--- src/hdl/bxhs_pkg.sv ---
// shared types, constants and helpers of the bond transmit hash selector
package bxhs_pkg;

    localparam int MAX_RINGS      = 10;
    localparam int RING_W         = 4;
    localparam int WORD_W         = 32;
    localparam int DIV_STAGES     = 4;
    localparam int BITS_PER_STAGE = WORD_W / DIV_STAGES;
    localparam int CFG_IDX_W      = 2;
    localparam int CFG_DATA_W     = 4;
    localparam int POLICY_W       = 3;

    localparam logic [15:0] ETYPE_VLAN = 16'h8100;
    localparam logic [15:0] ETYPE_IPV4 = 16'h0800;

    localparam logic [POLICY_W-1:0] POL_L2  = 3'd0;
    localparam logic [POLICY_W-1:0] POL_L34 = 3'd1;
    localparam logic [POLICY_W-1:0] POL_L23 = 3'd2;
    localparam logic [POLICY_W-1:0] POL_E23 = 3'd3;
    localparam logic [POLICY_W-1:0] POL_E34 = 3'd4;

    localparam logic [CFG_IDX_W-1:0] REG_LACP_MODE   = 2'd0;
    localparam logic [CFG_IDX_W-1:0] REG_HASH_POLICY = 2'd1;
    localparam logic [CFG_IDX_W-1:0] REG_RING_COUNT  = 2'd2;

    localparam logic [RING_W-1:0] MAX_RINGS_CODE = RING_W'(MAX_RINGS);

    typedef struct packed {
        logic                lacp;
        logic [POLICY_W-1:0] policy;
        logic [RING_W-1:0]   count;
    } cfg_t;

    typedef struct packed {
        logic              valid;
        logic              zero;
        logic [RING_W-1:0] rem;
        logic [WORD_W-1:0] word;
    } div_word_t;

    function automatic logic [15:0] swap16(input logic [15:0] v);
        swap16 = {v[7:0], v[15:8]};
    endfunction

    function automatic logic [WORD_W-1:0] fold(input logic [WORD_W-1:0] w);
        logic [WORD_W-1:0] t;
        t    = w ^ (w >> 16);
        fold = t ^ (t >> 8);
    endfunction

endpackage

--- src/hdl/bxhs_hash.sv ---
// header field selection and folding into the hash word, two register stages
module bxhs_hash (
    input  logic                      clk,
    input  logic                      rst_n,
    input  logic                      in_valid,
    input  bxhs_pkg::cfg_t            cfg,
    input  logic [7:0]                src_mac_last,
    input  logic [7:0]                dst_mac_last,
    input  logic [15:0]               ether_type,
    input  logic [15:0]               inner_ether_type,
    input  logic [31:0]               source_ip,
    input  logic [31:0]               dest_ip,
    input  logic [15:0]               source_port,
    input  logic [15:0]               dest_port,
    output bxhs_pkg::div_word_t       out_word
);
    import bxhs_pkg::*;

    logic              s1_valid_reg, s1_valid_next;
    logic              s1_zero_reg, s1_zero_next;
    logic              s1_fold_reg, s1_fold_next;
    logic [WORD_W-1:0] s1_word_reg, s1_word_next;

    logic              s2_valid_reg;
    logic              s2_zero_reg, s2_zero_next;
    logic [WORD_W-1:0] s2_word_reg, s2_word_next;

    always_comb
    begin
        logic [15:0]       etype;
        logic [WORD_W-1:0] mac_mix;
        logic [WORD_W-1:0] ip_mix;
        etype = ether_type;
        if (cfg.policy > POL_L23 && ether_type == ETYPE_VLAN)
        begin
            etype = inner_ether_type;
        end
        mac_mix = {16'd0, swap16(etype) ^ {8'd0, dst_mac_last ^ src_mac_last}};
        ip_mix  = dest_ip ^ source_ip;

        s1_valid_next = in_valid;
        s1_zero_next  = !cfg.lacp || cfg.count == '0;
        s1_fold_next  = 1'b0;
        s1_word_next  = mac_mix;
        priority if (etype != ETYPE_IPV4 || cfg.policy == POL_L2)
        begin
            s1_word_next = mac_mix;
        end
        else if (cfg.policy == POL_L23 || cfg.policy == POL_E23)
        begin
            s1_fold_next = 1'b1;
            s1_word_next = mac_mix ^ ip_mix;
        end
        else if (cfg.policy == POL_L34 || cfg.policy == POL_E34)
        begin
            s1_fold_next = 1'b1;
            s1_word_next = {dest_port, source_port} ^ ip_mix;
        end
        else
        begin
            // unknown policy on an ipv4 frame
            s1_zero_next = 1'b1;
        end
    end

    always_comb
    begin
        s2_zero_next = s1_zero_reg;
        s2_word_next = s1_fold_reg ? fold(s1_word_reg) : s1_word_reg;
    end

    always_ff @(posedge clk or negedge rst_n)
    begin
        if (!rst_n)
        begin
            s1_valid_reg <= 1'b0;
            s2_valid_reg <= 1'b0;
        end
        else
        begin
            s1_valid_reg <= s1_valid_next;
            s2_valid_reg <= s1_valid_reg;
        end
    end

    always_ff @(posedge clk)
    begin
        s1_zero_reg <= s1_zero_next;
        s1_fold_reg <= s1_fold_next;
        s1_word_reg <= s1_word_next;
        s2_zero_reg <= s2_zero_next;
        s2_word_reg <= s2_word_next;
    end

    assign out_word.valid = s2_valid_reg;
    assign out_word.zero  = s2_zero_reg;
    assign out_word.rem   = '0;
    assign out_word.word  = s2_word_reg;

endmodule

--- src/hdl/bxhs_div_stage.sv ---
// one stage of the restoring remainder, a slice of hash word bits per stage
module bxhs_div_stage (
    input  logic                         clk,
    input  logic                         rst_n,
    input  logic [bxhs_pkg::RING_W-1:0]  count,
    input  bxhs_pkg::div_word_t          in_word,
    output bxhs_pkg::div_word_t          out_word
);
    import bxhs_pkg::*;

    logic              valid_reg;
    logic              zero_reg;
    logic [RING_W-1:0] rem_reg, rem_next;
    logic [WORD_W-1:0] word_reg, word_next;

    always_comb
    begin
        logic [RING_W:0]   r;
        logic [WORD_W-1:0] w;
        r = {1'b0, in_word.rem};
        w = in_word.word;
        for (int i = 0; i < BITS_PER_STAGE; i++)
        begin
            r = {r[RING_W-1:0], w[WORD_W-1]};
            w = w << 1;
            if (r >= {1'b0, count})
            begin
                r = r - {1'b0, count};
            end
        end
        // forced results carry a zero remainder
        rem_next  = in_word.zero ? '0 : r[RING_W-1:0];
        word_next = w;
    end

    always_ff @(posedge clk or negedge rst_n)
    begin
        if (!rst_n)
        begin
            valid_reg <= 1'b0;
        end
        else
        begin
            valid_reg <= in_word.valid;
        end
    end

    always_ff @(posedge clk)
    begin
        zero_reg <= in_word.zero;
        rem_reg  <= rem_next;
        word_reg <= word_next;
    end

    assign out_word.valid = valid_reg;
    assign out_word.zero  = zero_reg;
    assign out_word.rem   = rem_reg;
    assign out_word.word  = word_reg;

endmodule

--- src/hdl/bond_xmit_hash_select.sv ---
// link-aggregation transmit hash: member ring selection, top level
// done follows an accepted start through the field select, fold and remainder stage registers
// throughput: one word per cycle; busy is always low, the pipeline never stalls
// stages: field select, fold, then four 8-bit steps of the ring-count remainder
// reset clears the pipeline valid bits; lacp_mode 0, hash_policy 0, ring_count 1
module bond_xmit_hash_select (
    input  logic                              clk,
    input  logic                              rst_n,
    input  logic                              start,
    output logic                              busy,
    input  logic                              cfg_we,
    input  logic [bxhs_pkg::CFG_IDX_W-1:0]    cfg_index,
    input  logic [bxhs_pkg::CFG_DATA_W-1:0]   cfg_data,
    input  logic [7:0]                        src_mac_last,
    input  logic [7:0]                        dst_mac_last,
    input  logic [15:0]                       ether_type,
    input  logic [15:0]                       inner_ether_type,
    input  logic [31:0]                       source_ip,
    input  logic [31:0]                       dest_ip,
    input  logic [15:0]                       source_port,
    input  logic [15:0]                       dest_port,
    output logic                              done,
    output logic [bxhs_pkg::RING_W-1:0]       ring_index
);
    import bxhs_pkg::*;

    logic                lacp_mode_reg;
    logic [POLICY_W-1:0] hash_policy_reg;
    logic [RING_W-1:0]   ring_count_reg;
    cfg_t                cfg;
    div_word_t           stage_word [DIV_STAGES+1];

    always_ff @(posedge clk or negedge rst_n)
    begin
        if (!rst_n)
        begin
            lacp_mode_reg   <= 1'b0;
            hash_policy_reg <= POL_L2;
            ring_count_reg  <= RING_W'(1);
        end
        else if (cfg_we)
        begin
            unique case (cfg_index)
                REG_LACP_MODE:   lacp_mode_reg   <= cfg_data[0];
                REG_HASH_POLICY: hash_policy_reg <= cfg_data[POLICY_W-1:0];
                REG_RING_COUNT:  ring_count_reg  <= cfg_data[RING_W-1:0];
                default:         ;
            endcase
        end
    end

    // ring count saturates at the largest bond
    assign cfg.lacp   = lacp_mode_reg;
    assign cfg.policy = hash_policy_reg;
    assign cfg.count  = (ring_count_reg > MAX_RINGS_CODE) ? MAX_RINGS_CODE : ring_count_reg;

    assign busy = 1'b0;

    bxhs_hash u_hash (
        .clk              (clk),
        .rst_n            (rst_n),
        .in_valid         (start && !busy),
        .cfg              (cfg),
        .src_mac_last     (src_mac_last),
        .dst_mac_last     (dst_mac_last),
        .ether_type       (ether_type),
        .inner_ether_type (inner_ether_type),
        .source_ip        (source_ip),
        .dest_ip          (dest_ip),
        .source_port      (source_port),
        .dest_port        (dest_port),
        .out_word         (stage_word[0])
    );

    for (genvar g = 0; g < DIV_STAGES; g++)
    begin : g_div
        bxhs_div_stage u_div (
            .clk      (clk),
            .rst_n    (rst_n),
            .count    (cfg.count),
            .in_word  (stage_word[g]),
            .out_word (stage_word[g+1])
        );
    end

    assign done       = stage_word[DIV_STAGES].valid;
    assign ring_index = stage_word[DIV_STAGES].rem;

endmodule

--- config.mk ---
export PLATFORM = sky130hd
export DESIGN_NAME = bond_xmit_hash_select
export DESIGN_NICKNAME = d
export VERILOG_FILES = /design/src/hdl/bxhs_pkg.sv /design/src/hdl/bxhs_hash.sv /design/src/hdl/bxhs_div_stage.sv /design/src/hdl/bond_xmit_hash_select.sv
export SDC_FILE = /design/constraint.sdc
export NUM_CORES = 1
export LEC_CHECK = 0
export ABC_AREA = 1
export BUFFER_PORTS_ARGS = -buffer_cell sky130_fd_sc_hd__buf_2
export CORE_MARGIN = 3
export CORE_UTILIZATION = 55
export DETAILED_ROUTE_END_ITERATION = 10
export PLACE_DENSITY = 0.85
export SLEW_MARGIN = 20
export SYNTH_ARGS = -nofsm -noshare
export SYNTH_HDL_FRONTEND = slang
export SYNTH_SLANG_ARGS = --single-unit
--- constraint.sdc ---
create_clock -name clk -period 32.1 [get_ports clk]
set_input_delay 6.42 -clock clk [delete_from_list [all_inputs] [get_ports clk]]
set_output_delay 6.42 -clock clk [all_outputs]
set_load 0.005 [all_outputs]
======== Yosys cells after proc, flatten, opt, wreduce, memory -nomap -nowiden ========
Index checks and enable logic that the tools add are counted.
storage, ports and cells
  flip-flop bits (word level) ............. 148
operators by class
  add/sub/neg operators ................... 32
  $lt $le $gt $ge ......................... 34
  equality and inequality tests ........... 8
  mux-type cells .......................... 43
  bitwise gates (word level) .............. 7
  reductions and logical operators ........ 12
operators with widths
  cell                                                           number
  >= comparator 5 x 4 -> 1 bit                                   31
  two-way mux 4 bit                                              33
  subtractor 4 bit                                               31
  two-way mux 32 bit                                             3
  XOR 32 bit                                                     2
  two-way mux 16 bit                                             2
  XOR 16 x 32 -> 32 bit                                          1
  XOR 32 x 16 -> 32 bit                                          1
  XOR 32 x 24 -> 32 bit                                          1
  equality test 16 bit, second input constant                    1
  != test 16 x 12 -> 1 bit, second input constant                1
  XOR 16 x 8 -> 16 bit                                           1
  XOR 8 bit                                                      1
  equality test 3 x 2 -> 1 bit, second input constant            2
  AND reduction 2 bit                                            3
  two-way mux 1 bit                                              5
  >= comparator 1 x 4 -> 1 bit                                   1
  greater-than comparator 4 bit, second input constant           1
  logical NOT 4 bit                                              1
  logical OR 1 bit                                               4
  subtractor 1 x 4 -> 4 bit                                      1
  equality test 3 x 1 -> 1 bit, second input constant            1
  equality test 3 bit, second input constant                     1
  greater-than comparator 3 x 2 -> 1 bit, second input constant  1
  other kinds (6)                                                6

======== Longest topological paths before layout ========
  word-level depth ........................ 18
  gate-level depth with buffers ........... 72

======== Modules after synthesis ========
From an unflattened synthesis, not the netlist that was laid out.
second synthesis, totals
  cells, all modules ...................... 2,009
  area total of the unflattened synthesis .. 15,065.7 um^2
by module, submodules not included
  module                                times used  cells each  area each (um^2)  seq. area each (um^2)
  bxhs_div_stage at g_div[1].u_div ...  2           337         2,581.2           605.6
  bxhs_hash                             1           621         4,433.0           1,391.3
  bxhs_div_stage at g_div[0].u_div      1           339         2,561.2           605.6
  bxhs_div_stage at g_div[3].u_div      1           326         2,509.9           605.6
  bond_xmit_hash_select                 1           49          399.1             201.4

======== Least setup slack after synthesis ========
Ideal clock, no wire load.
  path kind ............................... reg-to-reg
  from .................................... reg ring_count_reg[0]
  to ...................................... reg g_div[2].u_div.rem_reg[1]
  library setup time ...................... 0.113 ns
  data arrival time ....................... 11.142 ns
  data required time ...................... 31.987 ns
  slack ................................... 20.846 ns
  stages on the path, launching flop included .. 66
  path buffers ............................ 0
  period minus slack after synthesis ...... 11.254 ns
  path through ............................ dfstp_2 > nor2_1 > o21ai_0 > ha_1 > inv_1 > o21bai_1 > inv_1 > nand2_1 > nand2_2 > nand2_2 > o21ai_0 > ha_1 > a21oi_1 > o31ai_1 > a211oi_1 > nand3_2 > inv_1 > nand2_1 > [... 30 more ...] > nor2_1 > a21oi_1 > ha_1 > inv_1 > a21oi_1 > nand4_1 > nand3_2 > inv_2 > o21a_1 > ha_1 > nand3_1 > nand2_1 > inv_1 > nand2_2 > nand2_2 > nand2_2 > nor2_1 > nor2_1
on the way
  cells in the longest elaborated chain, start to end .. 18
  elaborated cells on any way between the ends .. 26
  those cells by class .................... 8 x add/sub; 9 x order compare; 9 x mux
ends and longest elaborated chain
  element                                                                  line                                        source
  from (decl)                                                              bond_xmit_hash_select.sv:29                 logic [RING_W-1:0] ring_count_reg;
  from (signal assigned)                                                   bond_xmit_hash_select.sv:46                 REG_RING_COUNT: ring_count_reg <= cfg_data[RING_W-1:0];
  greater-than comparator 4 bit                                            bond_xmit_hash_select.sv:55                 assign cfg.count = (ring_count_reg > MAX_RINGS_CODE) ? MAX_RINGS_CODE : ring_count_reg;
  two-way mux 4 bit (*)                                                    bond_xmit_hash_select.sv:55
  subtractor 4 bit / >= comparator 5 x 4 -> 1 bit (equally long branches)  bxhs_div_stage.sv:28, bxhs_div_stage.sv:26
  two-way mux 4 bit                                                        bxhs_div_stage.sv:26                        if (r >= {1'b0, count})
  subtractor 4 bit / >= comparator 5 x 4 -> 1 bit (equally long branches)  bxhs_div_stage.sv:28, bxhs_div_stage.sv:26
  two-way mux 4 bit                                                        bxhs_div_stage.sv:26
  subtractor 4 bit / >= comparator 5 x 4 -> 1 bit (equally long branches)  bxhs_div_stage.sv:28, bxhs_div_stage.sv:26
  two-way mux 4 bit                                                        bxhs_div_stage.sv:26
  [... 2 more ...]                                                         --
  >= comparator 5 x 4 -> 1 bit / subtractor 4 bit (equally long branches)  bxhs_div_stage.sv:26, bxhs_div_stage.sv:28
  two-way mux 4 bit                                                        bxhs_div_stage.sv:26
  subtractor 4 bit / >= comparator 5 x 4 -> 1 bit (equally long branches)  bxhs_div_stage.sv:28, bxhs_div_stage.sv:26
  two-way mux 4 bit                                                        bxhs_div_stage.sv:26
  >= comparator 5 x 4 -> 1 bit / subtractor 4 bit (equally long branches)  bxhs_div_stage.sv:26, bxhs_div_stage.sv:28
  two-way mux 4 bit                                                        bxhs_div_stage.sv:26
  subtractor 4 bit / >= comparator 5 x 4 -> 1 bit (equally long branches)  bxhs_div_stage.sv:28, bxhs_div_stage.sv:26
  two-way mux 4 bit (*)                                                    bxhs_div_stage.sv:26
  to (signal assigned)                                                     bxhs_div_stage.sv:51                        rem_reg <= rem_next;
  to (decl)                                                                bxhs_div_stage.sv:13                        logic [RING_W-1:0] rem_reg, rem_next;
Every way passes the cells marked *; elsewhere a longest branch is shown, timed or not.
A chain may end at the register's enable or synchronous reset.

======== Final worst setup path ========
  from .................................... reg ring_count_reg[2]
  to ...................................... reg g_div[2].u_div.rem_reg[2]
The elaborated chain is that of the path after synthesis.

==> flow_metrics.env <==
export IMPL_status="finished clean"
export IMPL_ios=160
export IMPL_synth_top_cell_by_area="dfxtp_1"
export IMPL_ys_ff_latch=148
export IMPL_drt_pass1_iterations=6
export IMPL_most_common_layout_cells="308 x nand2_1, 289 x inv_1, 158 x buf_2, 134 x dfxtp_1, 125 x ha_1"
export IMPL_die_area_um2=24400
export IMPL_syn_inst=1718
export IMPL_cts_tree="yes"
export IMPL_yosysWarnings=0
export IMPL_slew_violations=0
export IMPL_largest_register_ffs=48
export IMPL_antenna_found_initial=0
export IMPL_final_util_pct=64.2
export IMPL_drv_cap=0
export IMPL_rows=54
export IMPL_clkTransAtPathRegs_ns=0.07
export IMPL_io_buffers=158
export IMPL_drcViolationCount=0
export IMPL_ant_nets=0
export IMPL_worstSetupPathType="reg -> reg"
export IMPL_setup_violations=0
export IMPL_vias_per_cell=5.32
export IMPL_grt_start_max_net_pins=53
export IMPL_hpwl_um=23700
export IMPL_root_buffer="clkbuf_16"
export IMPL_syn_num_nets=2004
export IMPL_synth_edf_count=0
export IMPL_wl_met1_um=12400
export IMPL_synth_area_um2=12400
export IMPL_final_common_cell="nand2_1"
export IMPL_syn2layout_area_growth_pct=14.0
export IMPL_timing_final_ws_setup_ns=20.64
export IMPL_post_cts_resized=0
export IMPL_holdWs_ns=0.323
export IMPL_hp_class="reg -> reg"
export IMPL_maxSlewHeadroom_pct=37.6
export IMPL_cp_max_fo=32
export IMPL_tightest_slew_ns=0.935
export IMPL_postSynthAreaPerCell_um2=7.22
export IMPL_cts_buffers=17
export IMPL_finalCritPeriodShare_pct=35.7
export IMPL_slowest_stage="a211oi_1"
export IMPL_place_ws_ns=20.90
export IMPL_grt_ovfl_total=0
export IMPL_routedWlPerCell_um=14.2
export IMPL_cts_setup_buffers=0
export IMPL_drt_iter0_drc=652
export IMPL_period_minus_slack_ns=11.46
export IMPL_synth_cell_types=62
export IMPL_gp_congestion=0.920
export IMPL_postRouteWirelength_um=31000
export IMPL_num_antenna_cells=0
export IMPL_synthFlopType="dfxtp_1"
export IMPL_rsz0062_at_grt="false"
export IMPL_layout_drive_gt1_share_pct=20.2
export IMPL_start_util_pct=56.3
export IMPL_arrival_ns=11.78
export IMPL_die_w_um=156
export IMPL_fin_worst_skew_ns=0.0100
export IMPL_hold_violations=0
export IMPL_met2_length_um=15600
export IMPL_top_layer="met4"
export IMPL_core_area_um2=22000
export IMPL_fin_setup_tns_ns=0
export IMPL_crit_path_end_kind="register"
export IMPL_grt_pass1_vias=11400
export IMPL_met3_length_um=1490
export IMPL_layout_nets=2172
export IMPL_clock_tree_buffer_depth=2
export IMPL_fmax_mhz=87.2
export IMPL_htree_levels=4
export IMPL_cts_sinks=148
export IMPL_synth_area_leaders="dfxtp_1 22%, ha_1 13%, nand2_1 9.3%"
export IMPL_worstPathRequired_ns=32.42
export IMPL_crit_path_start_kind="register"
export IMPL_ys_async_sr_fraction_pct=9.46
export IMPL_ys_seq_area_share_pct=24.5
export IMPL_cts_hold_buf=0
export IMPL_fp_dieH_um=156
export IMPL_track_usage_pct=25.3
export IMPL_crit_top_cell="ha_1"
export IMPL_num_vias=11600
export IMPL_fillCellCount=1759
export IMPL_yosysTopAreaCellShare_pct=21.6
export IMPL_insertion_delay_ns=0.43
export IMPL_grt_pass1_wl_um=51200
export IMPL_critical_path_max_stage_delay_ns=0.62
==> metrics by stage <==
step	area, um2	std cells
after global routing	14100	2179
after detailed placement	13500	2147
final	14100	2179
after floorplan	12400	1718
after CTS	14100	2179
after global placement	13500	2147
==> area by class of cell <==
class                           instances  area [um2]  share of cell area [%]
Clock inverter                         14         215                    1.52
Inverter                              298        1120                    7.91
Multi-Input combinational cell       1256        8140                    57.6
Sequential cell                       148        3030                    21.5
Tap cell                              280         350                    2.48
Timing Repair Buffer                  165         843                    5.96
Clock buffer                           18         439                    3.11
==> final timing paths <==
check | from | endpoint | slack [ns] | cells past startpoint
max in group asynchronous | rst_n | ring_count_reg[0]$_DFFE_PN1P_ | 25.93 | 1
hold reg to reg | g_div[0].u_div.word_reg[18]$_DFF_P_ | g_div[1].u_div.word_reg[26]$_DFF_P_ | 0.32 | 0
hold / removal | g_div[0].u_div.word_reg[18]$_DFF_P_ | g_div[1].u_div.word_reg[26]$_DFF_P_ | 0.32 | 0
setup / recovery | ring_count_reg[2]$_DFFE_PN0P_ | g_div[2].u_div.rem_reg[2]$_SDFF_PP0_ | 20.64 | 66
min in group asynchronous | rst_n | g_div[1].u_div.valid_reg$_DFF_PN0_ | 5.88 | 1
setup reg to reg | ring_count_reg[2]$_DFFE_PN0P_ | g_div[2].u_div.rem_reg[2]$_SDFF_PP0_ | 20.64 | 66
==> synthesized netlist by cell type, types with 4 or more instances <==
cell and instances:
nor2_2 14, a31oi_1 10, inv_2 8, nor4_1 5
xnor2_1 94, nand3b_1 13, nor3_1 13, o21ai_1 7
nand4_1 47, ha_1 125, nand2_1 308, o31ai_1 6
o21bai_1 7, or2_2 14, a211oi_1 5, nor2_4 8
and2_1 13, clkbuf_1 8, inv_1 289, nor2_1 104
nand2_2 73, fa_1 7, dfrtp_1 13, xor2_1 45
a21oi_1 59, a21oi_2 7, o211ai_1 4, o21ai_0 66
nand3_2 32, nand3_1 117, nand2_4 9, dfxtp_1 134
a22oi_1 8, clkbuf_8 5
==> per-layer routing <==
| metal | vias up | GRT usage, % |
|---|---|---|
| met4 | 0 | 12.6 |
| met2 | 386 | 47.5 |
| li1 | 5897 | - |
| met5 | - | 0 |
| met3 | 94 | 3.02 |
| met1 | 5226 | 28.1 |
==> cell families (layout without fill, tap and decap cells) <==
| family | after synthesis | count (layout) | share of synthesized area [%] |
|---|---|---|---|
| simple gates | 781 | 781 | 32.0 |
| mux | 2 | 2 | 0.182 |
| fa+ha+maj | 132 | 132 | 13.7 |
| other cells | 1 | 1 | 0.0302 |
| compound gates | 201 | 201 | 9.83 |
| flops | 148 | 148 | 24.5 |
| buf+inv | 314 | 495 | 9.99 |
| xor+xnor | 139 | 139 | 9.81 |
==> critical path, delay by kind of cell (launching register included) <==
| kind | cells | cell delay [ns] |
|---|---|---|
| compound gates | 16 | 3.36 |
| fa+ha+maj | 8 | 2.79 |
| buf+inv | 10 | 1.14 |
| flops | 1 | 0.44 |
| mux | 1 | 0.35 |
| simple gates | 31 | 3.28 |
Power is not shown: default switching activity piles up to over one toggle a cycle in this logic, so the estimate is an artifact.
